## config.mk

```make
export PLATFORM = sky130hd
export DESIGN_NAME = dcts_serial_unit
export DESIGN_NICKNAME = d
export VERILOG_FILES = /design/src/rtl/core/dcts_pkg.sv /design/src/rtl/core/dcts_serial_unit.sv
export SDC_FILE = /design/constraint.sdc
export NUM_CORES = 1
export LEC_CHECK = 0
export BUFFER_PORTS_ARGS = -buffer_cell sky130_fd_sc_hd__buf_2
export CAP_MARGIN = 15
export CORE_MARGIN = 10
export CORE_UTILIZATION = 50
export DETAILED_ROUTE_END_ITERATION = 10
export PLACE_DENSITY_LB_ADDON = 0.1
export SETUP_SLACK_MARGIN = 0.02
export SYNTH_ARGS = -nofsm -noshare
export SYNTH_HDL_FRONTEND = slang
export SYNTH_SLANG_ARGS = --single-unit
```

## constraint.sdc

```tcl
create_clock -name aclk -period 30.2 [get_ports aclk]
set_clock_uncertainty 0.1 [all_clocks]
set_input_delay 9.06 -clock aclk [delete_from_list [all_inputs] [get_ports aclk]]
set_output_delay 9.06 -clock aclk [all_outputs]
set_load 0.01 [all_outputs]
```

## src/rtl/core/dcts_pkg.sv

```systemverilog
`default_nettype none

package dcts_pkg;

    // Configuration register indexes.
    localparam logic [2:0] CFG_STEP_SIZE  = 3'd0;
    localparam logic [2:0] CFG_RATE_A     = 3'd1;
    localparam logic [2:0] CFG_RATE_B     = 3'd2;
    localparam logic [2:0] CFG_RATE_C     = 3'd3;
    localparam logic [2:0] CFG_TOLERANCE  = 3'd4;
    localparam logic [2:0] CFG_ITER_LIMIT = 3'd5;

    // Command codes carried on s_tuser.
    localparam logic CMD_LOAD = 1'b0;
    localparam logic CMD_STEP = 1'b1;

    // Serial arithmetic unit geometry.
    localparam int OPA_W     = 64;
    localparam int OPB_W     = 48;
    localparam int PROD_W    = OPA_W + OPB_W;
    localparam int DIVD_W    = 95;
    localparam int MUL_STEPS = OPB_W;
    localparam int DIV_STEPS = DIVD_W;
    localparam int CNT_W     = 7;

    localparam logic signed [63:0] SMAX   = 64'sh7FFF_FFFF_FFFF_FFFF;
    localparam logic signed [64:0] SMAX65 = 65'sh0_7FFF_FFFF_FFFF_FFFF;

    typedef struct packed {
        logic start;
        logic op_div;
    } dcts_req_t;

    typedef struct packed {
        logic busy;
        logic done;
    } dcts_stat_t;

    function automatic logic signed [63:0] sat_add(input logic signed [63:0] a,
                                                   input logic signed [63:0] b);
        logic signed [64:0] s;
        s = 65'(a) + 65'(b);
        if (s > SMAX65) begin
            return SMAX;
        end else if (s < -SMAX65) begin
            return -SMAX;
        end
        return 64'(s);
    endfunction

    function automatic logic [63:0] mag(input logic signed [63:0] x);
        return x[63] ? 64'(-x) : 64'(x);
    endfunction

    function automatic logic signed [63:0] with_sign(input logic [63:0] m, input logic neg);
        logic signed [63:0] v;
        v = m[63] ? SMAX : $signed(m);
        return neg ? -v : v;
    endfunction

    // (|x| * k) >> 32, saturated, with the sign of x.
    function automatic logic signed [63:0] mulk_result(input logic [PROD_W-1:0] prod,
                                                       input logic neg);
        if (|prod[PROD_W-1:95]) begin
            return neg ? -SMAX : SMAX;
        end
        return with_sign({1'b0, prod[94:32]}, neg);
    endfunction

    // Unsigned population, zero extended to 64 bits, as a signed value.
    function automatic logic signed [63:0] pop_in(input logic [63:0] p);
        return p[63] ? SMAX : $signed(p);
    endfunction

endpackage

`default_nettype wire

```

## src/rtl/core/dcts_serial_unit.sv

```systemverilog
`default_nettype none

module dcts_serial_unit (
    input  wire logic                           aclk,
    input  wire logic                           aresetn,
    input  wire dcts_pkg::dcts_req_t            req,
    input  wire logic [dcts_pkg::OPA_W-1:0]     opa,
    input  wire logic [dcts_pkg::OPB_W-1:0]     opb,
    output dcts_pkg::dcts_stat_t                stat,
    output logic [dcts_pkg::PROD_W-1:0]         prod,
    output logic [63:0]                         quot
);

    logic                          busy_reg, busy_next;
    logic                          done_reg, done_next;
    logic                          div_reg, div_next;
    logic [dcts_pkg::CNT_W-1:0]    cnt_reg, cnt_next;
    logic [dcts_pkg::OPA_W-1:0]    a_reg, a_next;
    logic [dcts_pkg::OPB_W-1:0]    g_reg, g_next;
    logic [dcts_pkg::PROD_W-1:0]   prod_reg, prod_next;
    logic [dcts_pkg::OPB_W-1:0]    rem_reg, rem_next;
    logic [dcts_pkg::DIVD_W-1:0]   dq_reg, dq_next;
    logic [dcts_pkg::OPA_W:0]      psum;
    logic [dcts_pkg::OPB_W:0]      trial;
    logic [dcts_pkg::OPB_W:0]      diff;

    always_comb begin
        busy_next = busy_reg;
        done_next = 1'b0;
        div_next  = div_reg;
        cnt_next  = cnt_reg;
        a_next    = a_reg;
        g_next    = g_reg;
        prod_next = prod_reg;
        rem_next  = rem_reg;
        dq_next   = dq_reg;
        psum  = {1'b0, prod_reg[dcts_pkg::PROD_W-1:dcts_pkg::OPB_W]} + {1'b0, a_reg};
        trial = {rem_reg, dq_reg[dcts_pkg::DIVD_W-1]};
        diff  = trial - {1'b0, g_reg};
        if (req.start && !busy_reg) begin
            busy_next = 1'b1;
            div_next  = req.op_div;
            a_next    = opa;
            g_next    = opb;
            if (req.op_div) begin
                cnt_next = dcts_pkg::CNT_W'(dcts_pkg::DIV_STEPS);
                rem_next = '0;
                dq_next  = {opa[62:0], 32'd0};
            end else begin
                cnt_next  = dcts_pkg::CNT_W'(dcts_pkg::MUL_STEPS);
                prod_next = {{dcts_pkg::OPA_W{1'b0}}, opb};
            end
        end else if (busy_reg) begin
            if (div_reg) begin
                // Restoring division, one quotient bit per cycle.
                if (!diff[dcts_pkg::OPB_W]) begin
                    rem_next = diff[dcts_pkg::OPB_W-1:0];
                    dq_next  = {dq_reg[dcts_pkg::DIVD_W-2:0], 1'b1};
                end else begin
                    rem_next = trial[dcts_pkg::OPB_W-1:0];
                    dq_next  = {dq_reg[dcts_pkg::DIVD_W-2:0], 1'b0};
                end
            end else begin
                // Shift-add multiplication, one multiplier bit per cycle.
                if (prod_reg[0]) begin
                    prod_next = {psum, prod_reg[dcts_pkg::OPB_W-1:1]};
                end else begin
                    prod_next = {1'b0, prod_reg[dcts_pkg::PROD_W-1:1]};
                end
            end
            cnt_next = cnt_reg - 1'b1;
            if (cnt_reg == dcts_pkg::CNT_W'(1)) begin
                busy_next = 1'b0;
                done_next = 1'b1;
            end
        end
    end

    always_ff @(posedge aclk) begin
        if (!aresetn) begin
            busy_reg <= 1'b0;
            done_reg <= 1'b0;
            cnt_reg  <= '0;
        end else begin
            busy_reg <= busy_next;
            done_reg <= done_next;
            cnt_reg  <= cnt_next;
        end
        div_reg  <= div_next;
        a_reg    <= a_next;
        g_reg    <= g_next;
        prod_reg <= prod_next;
        rem_reg  <= rem_next;
        dq_reg   <= dq_next;
    end

    assign stat.busy = busy_reg;
    assign stat.done = done_reg;
    assign prod      = prod_reg;
    assign quot      = dq_reg[63:0];

`ifndef SYNTHESIS
    a_no_restart: assert property (@(posedge aclk) disable iff (!aresetn)
        busy_reg |-> !req.start) else $error("start while unit busy");
    a_done_follows_busy: assert property (@(posedge aclk) disable iff (!aresetn)
        done_reg |-> $past(busy_reg) && !busy_reg) else $error("done without work");
    a_mul_count: assert property (@(posedge aclk) disable iff (!aresetn)
        (busy_reg && !div_reg) |-> cnt_reg <= dcts_pkg::CNT_W'(dcts_pkg::MUL_STEPS))
        else $error("multiply count out of range");
`endif

endmodule

`default_nettype wire

```

==> results of run 1 <==
==> worst register-to-register path, delay by kind of cell (launching register included) <==
family | cells | cell delay [ps]
and+or+nand+nor | 4 | 2070
DFF | 1 | 670
buffers and inverters | 3 | 2110
==> power breakdown <==
part,internal (mW),leakage (nW),switching [mW],total [mW]
registers,0.662,3.64,0.0379,0.700
logic,0.226,6.46,0.339,0.565
clock network,0.306,0.676,0.215,0.520
total,1.19,10.8,0.591,1.79
==> worst min path at each step <==
stage               depth (start not counted)          to  slack [ps]        from
finish                                      1  cnt_reg[6]         420  cnt_reg[6]
CTS                                         1  cnt_reg[6]         410  cnt_reg[6]
floorplan                                   1  cnt_reg[6]         350  cnt_reg[6]
detailed placement                          1  cnt_reg[6]         400  cnt_reg[6]
global route                                1  cnt_reg[6]         420  cnt_reg[6]
global placement                            1  cnt_reg[6]         390  cnt_reg[6]
==> kinds of logic after synthesis <==
kind of cell / Yosys count
adder cells (fa/ha/maj): 116
AND/OR/NAND/NOR: 795
AO/OA/AOI/OAI: 474
multiplexers: 81
buffers and inverters: 245
flip-flops: 377
XOR/XNOR: 96
==> final cells by class <==
cell class                      instances  area [um2]
Clock buffer                           49        1140
Clock inverter                         28         255
Fill cell                            3889       18500
Tap cell                              585         732
Inverter                               74         285
Sequential cell                       377       11200
Timing Repair Buffer                  302        1530
Antenna cell                            2        5.00
Multi-Input combinational cell       1562        9650
==> cells in the final DEF, fill, tap and decap left out, types with 33 or more instances in the layout <==
master     count
a211oi_1      35
a21o_1        74
a21oi_1      139
and2_1        40
buf_2        293
clkbuf_16     45
edfxtp_1     368
ha_1         114
inv_1         73
mux2i_1       80
nand2_1      437
nand3_1       38
nor2_1       153
o21ai_0       81
xnor2_1       63
xor2_1        33
==> routing by layer <==
layer / vias to the layer above / GRT usage, % / routed length, um
met4: 0 / 6.50 / 1290
met5: - / 0 / 0
met2: 388 / 34.5 / 27200
li1: 8120 / - / -
met1: 7889 / 25.0 / 23800
met3: 78 / 4.63 / 3180
==> stage by stage <==
| step | util (%) | cell area [um2] | hold WS (ps) |
|---|---|---|---|
| 2_1_floorplan | - | 22000 | 348 |
| 3_3_place_gp | 54.0 | 23400 | 394 |
| 3_5_place_dp | 54.0 | 23400 | 398 |
| 4_1_cts | 57.3 | 24800 | 410 |
| 5_1_grt | 57.3 | 24800 | 417 |
| 6_report | 57.3 | 24800 | 416 |
==> flow_summary.ini, run 1 <==
[status]
outcome = finished, final reports clean

[critical_path]
critPathBufInv = 4
path_depth = 8
worstRegToRegCells = 7
cp_top_family = buffers and inverters
critPathMaxStageDelay_ps = 890
path_cells = buf_2 -> nand2b_4 -> buf_4 -> inv_8 -> nand2_1 -> nand2_4 -> nor2_4 -> buf_4
critPathRequiredTime_ps = 30290
cp_common_cell = buf_4
endpoint = prod[13]
slowest_stage = buf_4
critPathLaunchType = primary input
end_kind = register
r2r_slack_ps = 24800
r2r-end = prod[13]
crit_fanout = 144
worstSetupPathType = primary input to register
crit_start = req[1]
rr_startpoint = busy_reg
cp.arrival_ps = 13300

[yosys]
synth_mux_area_share_pct = 3.68
async_flop_share_pct = 0
ys_ff_latch = 377
yosys_warnings = 0
synth_cell_types = 67
postSynthCellCount = 2184
synth_nets = 2416
synth_xor_xnor_area_share_pct = 3.81
synth_commonest_cells = 438 x nand2_1, 368 x edfxtp_1, 154 x nor2_1
yosysTopAreaCell = edfxtp_1
synth-main-ff-cell = edfxtp_1
synth_area_leaders = edfxtp_1 50%, nand2_1 7.5%, ha_1 6.5%
synth_top_family_by_area = simple AND/OR/NAND/NOR gates
synth-simple-area-share_pct = 15.6
synth-edff-count = 368
netlist.area_leader.share_pct = 50.1
syn_area_mm2 = 0.0220
yosysSeqAreaShare_pct = 50.9
synth-adder-area-share_pct = 6.65
synth_compound_area_share_pct = 13.9
syn_area_per_cell_um2 = 10.1
synth_most_common_cell = nand2_1

[floorplan]
die_x_um = 230
io_pins = 294
die_h_um = 230
core_mm2 = 0.0434
num_rows = 76
dieArea_mm2 = 0.0529
initial_core_util_pct = 50.8

[route]
via_per_inst = 5.53
wl_um = 55500
wl_per_cell_um = 18.6
vias = 16500
route.detailed.drc = 0
antenna_left = 0
drt_pass1_iterations = 5
drtIter0Drc = 1063

[pwr]
powerDensity_mw_per_mm2 = 71.9
p_leak_nw = 10.8
power_mw = 1.79
irDropWorstVdd_mv = 0.0388

[clocking]
clock_sinks = 377
clock_latency_ps = 570
cts_tree = done
cts_root_buffer = clkbuf_16
cts_setup_buffers = 0
path_clk_slew_ps = 60
numCtsBuffers = 43
clk_path_buf_depth = 3
post_cts_resized = 0
cts_hold_buf = 0
htreeDepth = 2

[grt]
grt_max_degree = 145
grt_pass1_vias = 16300
grt_antenna_before_repair = 2
grt-ovfl-total = 0
grt_pass1_wl_um = 87700
track_usage_pct = 20.3

[layout]
areaGrowthSynthToFinish_pct = 12.7
fin_cells = 2979
largest_reg_flops = 112
nets = 2592
drive_above_1_share_pct = 16.2

[placed_design]
dp_hpwl_um = 39800
portBuffers = 293
place_inst = 2900
dp_slack_ps = 16370
gp_congestion = 0.888

[timing]
hold_viol = 0
slew_headroom_pct = 22.2
rsz0062_at_grt = no
fin_ws_ps = 16990
final.period_utilization_pct = 43.7
max_freq_mhz = 75.7
drv_slew = 0
setup_viol = 0
fin_tns_setup_ps = 0
fin_crit_ps = 13210
worst_slew_pin_slew_ps = 1170

[run]
drv_cap = 0

[hold_path]
hold_class = register to register
No activity file was read; power rests on OpenSTA's default activity.
==> run 2, diff against run 1 <==
==> constraint.sdc (replaced) <==
create_clock -name aclk -period 13.3 [get_ports aclk]
set_clock_uncertainty 0.1 [all_clocks]
set_input_delay 3.99 -clock aclk [delete_from_list [all_inputs] [get_ports aclk]]
set_output_delay 3.99 -clock aclk [all_outputs]
set_load 0.01 [all_outputs]
==> run 2 against run 1 <==
  * Critical path depth decreased by 2
  * Register-to-register slack got worse by 16000 ps
  * Flip-flop and latch count unchanged
  * Via count increased by 0.18%
  * Routed wire length increased by 1.6%
  * Clock-buffer cell count increased by 7
==> flow_summary.ini, run 2 (synthesis gave the netlist of run 1 again) <==
[placed_design]
portBuffers = 293
dp_slack_ps = 6410
dp_hpwl_um = 40700
gp_congestion = 0.895

[critical_path]
rr_startpoint = g_reg[0]
crit_start = req[1]
critPathRequiredTime_ps = 13370
endpoint = dq_reg[7]
crit_fanout = 81
worstSetupPathType = primary input to register
r2r_slack_ps = 8840
r2r-end = rem_reg[35]
critPathLaunchType = primary input
worstRegToRegCells = 14
path_cells = buf_2 -> nand2b_4 -> inv_8 -> nand2_1 -> nand2_8 -> buf_4
critPathMaxStageDelay_ps = 800
slowest_stage = buf_4
end_kind = register
cp.arrival_ps = 6330

[layout]
final_util_pct = 56.9
drive_above_1_share_pct = 15.8
most-common-layout-cells = 437 x nand2_1, 368 x edfxtp_1, 293 x buf_2
fillers = 3901
nets = 2592
largest_reg_flops = 112
final_common_cell = nand2_1
areaGrowthSynthToFinish_pct = 11.8

[timing]
fin_ws_ps = 7050
fin_tns_setup_ps = 0
drv_slew = 0
max_freq_mhz = 160
setup_viol = 0
fin_hold_ws_ps = 381
rsz0062_at_grt = no
slew_headroom_pct = 33.6
fin_crit_ps = 6250
worst_slew_pin_slew_ps = 996
hold_viol = 0
final.period_utilization_pct = 47.0

[floorplan]
die_x_um = 230
core_mm2 = 0.0434
die_h_um = 230
initial_core_util_pct = 50.8
dieArea_mm2 = 0.0529
num_rows = 76
io_pins = 294

[route]
drtIter0Drc = 1158
drt-met1-wl_um = 24100
wl_um = 56400
top_layer_used = met4
wl_met3_um = 3420
vias = 16500
wl_per_cell_um = 19.0
drt_pass1_iterations = 6
via_per_inst = 5.55
wl_met2_um = 27300
route.detailed.drc = 0
antenna_left = 0

[grt]
grt_antenna_before_repair = 1
grt_pass1_wl_um = 89200
grt-ovfl-total = 0
track_usage_pct = 20.7
grt_pass1_vias = 16400
grt_max_degree = 95

[clocking]
clock_sinks = 377
post_cts_resized = 0
path_clk_slew_ps = 60
cts_root_buffer = clkbuf_16
clock_latency_ps = 560
numCtsBuffers = 41
cts_tree = done
cts_setup_buffers = 0
cts_hold_buf = 0
clk_path_buf_depth = 3
htreeDepth = 2

[pwr]
combPwrFrac_pct = 32.7
swShare_pct = 33.8
clockPowerShare_pct = 27.0
p_switching_mw = 1.33
irDropWorstVdd_mv = 0.0907
p_leak_nw = 10.7
powerDensity_mw_per_mm2 = 160
power.share.sequential_pct = 40.3
power.internal_mw = 2.61
power_mw = 3.94

[status]
outcome = finished, final reports clean

[run]
drv_cap = 0

[hold_path]
hold_class = register to register
-- run 2: cell count changes in the layout (fill, tap and decap cells not counted), moves of 2 or more --
cell	change
clkinv_1	-4
clkbuf_16	-4
clkinv_4	-2
bufinv_16	-3
buf_4	+2
clkinvlp_4	-2
clkbuf_1	+10
-- run 2: stage by stage --
stage,instances,cell area (um2)
after global placement,2902,23500
final,2975,24700
after global routing,2974,24700
after floorplan,2184,22000
after CTS,2973,24700
after detailed placement,2902,23500
-- run 2: critical path, delay by kind of cell --
kind / cells / cell delay (ps)
buffers and inverters: 3 / 1270
AND/OR/NAND/NOR: 3 / 920
-- run 2: power by group through the flow --
stage,Clock [mW],Sequential [mW],Combinational (mW)
after floorplan,0,1.62,0.940
after global placement,0,1.61,1.27
after detailed placement,0,1.61,1.28
after CTS,1.09,1.59,1.29
after global routing,1.14,1.61,1.44
final,1.07,1.59,1.29
-- run 2: layer usage --
| metal | up-vias | track usage, % |
|---|---|---|
| met5 | - | 0 |
| met4 | 0 | 7.26 |
| met3 | 90 | 4.62 |
| met2 | 401 | 34.9 |
| met1 | 7875 | 25.8 |
| li1 | 8138 | - |
-- run 2: area by class of cell --
class                      instances  area (um2)  share of cell area, %
antenna                            2        5.00                 0.0203
inverter                          74         285                   1.16
multi-input combinational       1562        9660                   39.2
sequential                       377       11200                   45.5
clock buffer                      56        1090                   4.43
timing repair buffer             304        1550                   6.28
clock inverter                    15         101                  0.411
tap                              585         732                   2.97
-- run 2: worst min-delay path by stage --
stage                      end  cells past startpoint  startpoint
floorplan           cnt_reg[6]                      1  cnt_reg[6]
global placement    cnt_reg[6]                      1  cnt_reg[6]
detailed placement  cnt_reg[6]                      1  cnt_reg[6]
CTS                 cnt_reg[6]                      1  cnt_reg[6]
global route        cnt_reg[6]                      1  cnt_reg[6]
finish              cnt_reg[6]                      1  cnt_reg[6]
==> run 3, diff against run 2 <==
==> constraint.sdc (replaced) <==
create_clock -name aclk -period 5.82 [get_ports aclk]
set_clock_uncertainty 0.1 [all_clocks]
set_input_delay 1.746 -clock aclk [delete_from_list [all_inputs] [get_ports aclk]]
set_output_delay 1.746 -clock aclk [all_outputs]
set_load 0.01 [all_outputs]
==> run 3 against run 2 <==
  * Sequential power up 130%
  * Die area unchanged
  * Worst setup slack worse by 5500 ps
  * Routed wire length down 1.1%
  * Clock power rose to 2.7 times the previous value
  * Largest cell class unchanged
  * Largest power group unchanged
  * Highest routed layer unchanged
==> flow_summary.ini, run 3 (synthesis gave the netlist of run 1 again) <==
[placed_design]
gp_congestion = 0.898
place_inst = 2901
place_area_mm2 = 0.0235
portBuffers = 293
dp_hpwl_um = 39800

[route]
via_per_inst = 5.56
wl_um = 55800
drt_pass1_iterations = 5
drtIter0Drc = 1194
wl_per_cell_um = 18.7
antenna_left = 0
route.detailed.drc = 0
vias = 16500

[layout]
most-common-layout-cells = 437 x nand2_1, 368 x edfxtp_1, 293 x buf_2
final_area_mm2 = 0.0250
fillers = 3814
fin_cells = 2978
drive_above_1_share_pct = 16.3
final_util_pct = 57.6
final_common_cell = nand2_1
areaGrowthSynthToFinish_pct = 13.3
nets = 2592
largest_reg_flops = 112

[grt]
grt_pass1_wl_um = 88300
grt_pass1_vias = 16500
grt_max_degree = 187
track_usage_pct = 20.4
busiest_layer = met2
grt-ovfl-total = 0
grt_antenna_before_repair = 2
grtUsageMet3_pct = 4.81
met1_usage_pct = 25.3
met2_usage_pct = 34.6

[clocking]
post_cts_resized = 0
clock_sinks = 377
clock_latency_ps = 570
clk_path_buf_depth = 3
numCtsBuffers = 42
cts_setup_buffers = 0
cts_root_buffer = clkbuf_16
cts_tree = done
path_clk_slew_ps = 60
htreeDepth = 2
cts_hold_buf = 0

[hold_path]
hp-start = dq_reg[72]
hold_class = register to register

[timing]
max_freq_mhz = 234
slew_headroom_pct = 31.8
fin_tns_setup_ps = 0
worst_slew_pin_slew_ps = 1020
drv_slew = 0
setup_viol = 0
final.period_utilization_pct = 73.5
fin_hold_ws_ps = 415
rsz0062_at_grt = no
fin_crit_ps = 4280
hold_viol = 0

[critical_path]
end_kind = register
cp_top_family = compound AO/OA/AOI/OAI gates
crit_start = g_reg[0]
critPathBufInv = 2
critPathLaunchType = register
worstSetupPathType = register to register
slowest_stage = a211oi_4
cp.arrival_ps = 4470
critPathRequiredTime_ps = 6020
rr_startpoint = g_reg[0]
critPathMaxStageDelay_ps = 740
crit_fanout = 38
path_cells = ha_1 -> inv_1 -> fa_1 -> a211oi_1 -> o31a_1 -> a211oi_2 -> o21bai_1 -> a211oi_1 -> o21ai_1 -> a21o_1 -> a211oi_4 -> buf_12 -> mux2i_1 -> nor2_1
cp_common_cell = a211oi_1

[floorplan]
die_h_um = 230
io_pins = 294
core_mm2 = 0.0434
dieArea_mm2 = 0.0529
die_x_um = 230
initial_core_util_pct = 50.8
num_rows = 76

[pwr]
p_leak_nw = 10.8
powerDensity_mw_per_mm2 = 378
irDropWorstVdd_mv = 0.240

[status]
outcome = finished, final reports clean

[run]
drv_cap = 0
[run 3: cell types whose count changed in the layout (fill, tap and decap cells not counted), moves of 2 or more]
cell | before | now
buf_4 | 11 | 6
clkinv_2 | 4 | 7
bufinv_16 | 1 | 9
clkbuf_16 | 41 | 43
buf_12 | 0 | 4
clkbuf_1 | 14 | 8
[run 3: metrics by stage]
stage,power [mW],worst slack [ps]
after detailed placement,6.61,1460
after global routing,9.99,1240
final,9.44,1540
after global placement,6.58,1540
after floorplan,5.84,289
after CTS,9.52,1550
[run 3: tightest hold or removal path: cells and delay by family, from the launching register on]
family        cells  cell delay [ps]
simple gates      2              100
flops             1              320
[run 3: final timing paths]
kind / to / slack [ps] / cells after the start
setup / recovery: rem_reg[12] / 1540 / 14
hold / removal: dq_reg[73] / 410 / 2
setup reg to reg: rem_reg[12] / 1540 / 14
hold reg to reg: dq_reg[73] / 410 / 2
[run 3: layout make-up]
type | instances | area, um2 | area share [%]
flip-flops and latches | 377 | 11200 | 45.0
diodes | 1 | 2.50 | 0.0100
clock buffers | 52 | 1120 | 4.48
repair buffers | 303 | 1590 | 6.37
well taps | 585 | 732 | 2.93
inverters | 74 | 285 | 1.14
multi-input cells | 1562 | 9660 | 38.7
clock inverters | 24 | 345 | 1.38
[run 3: power by group]
part | switching (mW) | leakage [nW] | internal, mW
logic | 1.77 | 6.48 | 1.19
clock network | 1.10 | 0.720 | 1.76
registers | 0.194 | 3.64 | 3.43
[run 3: routing by layer]
layer	wire length (um)	up-vias
met5	0	-
met4	1610	0
met3	3380	94
met2	27100	443
met1	23700	7875
li1	-	8134
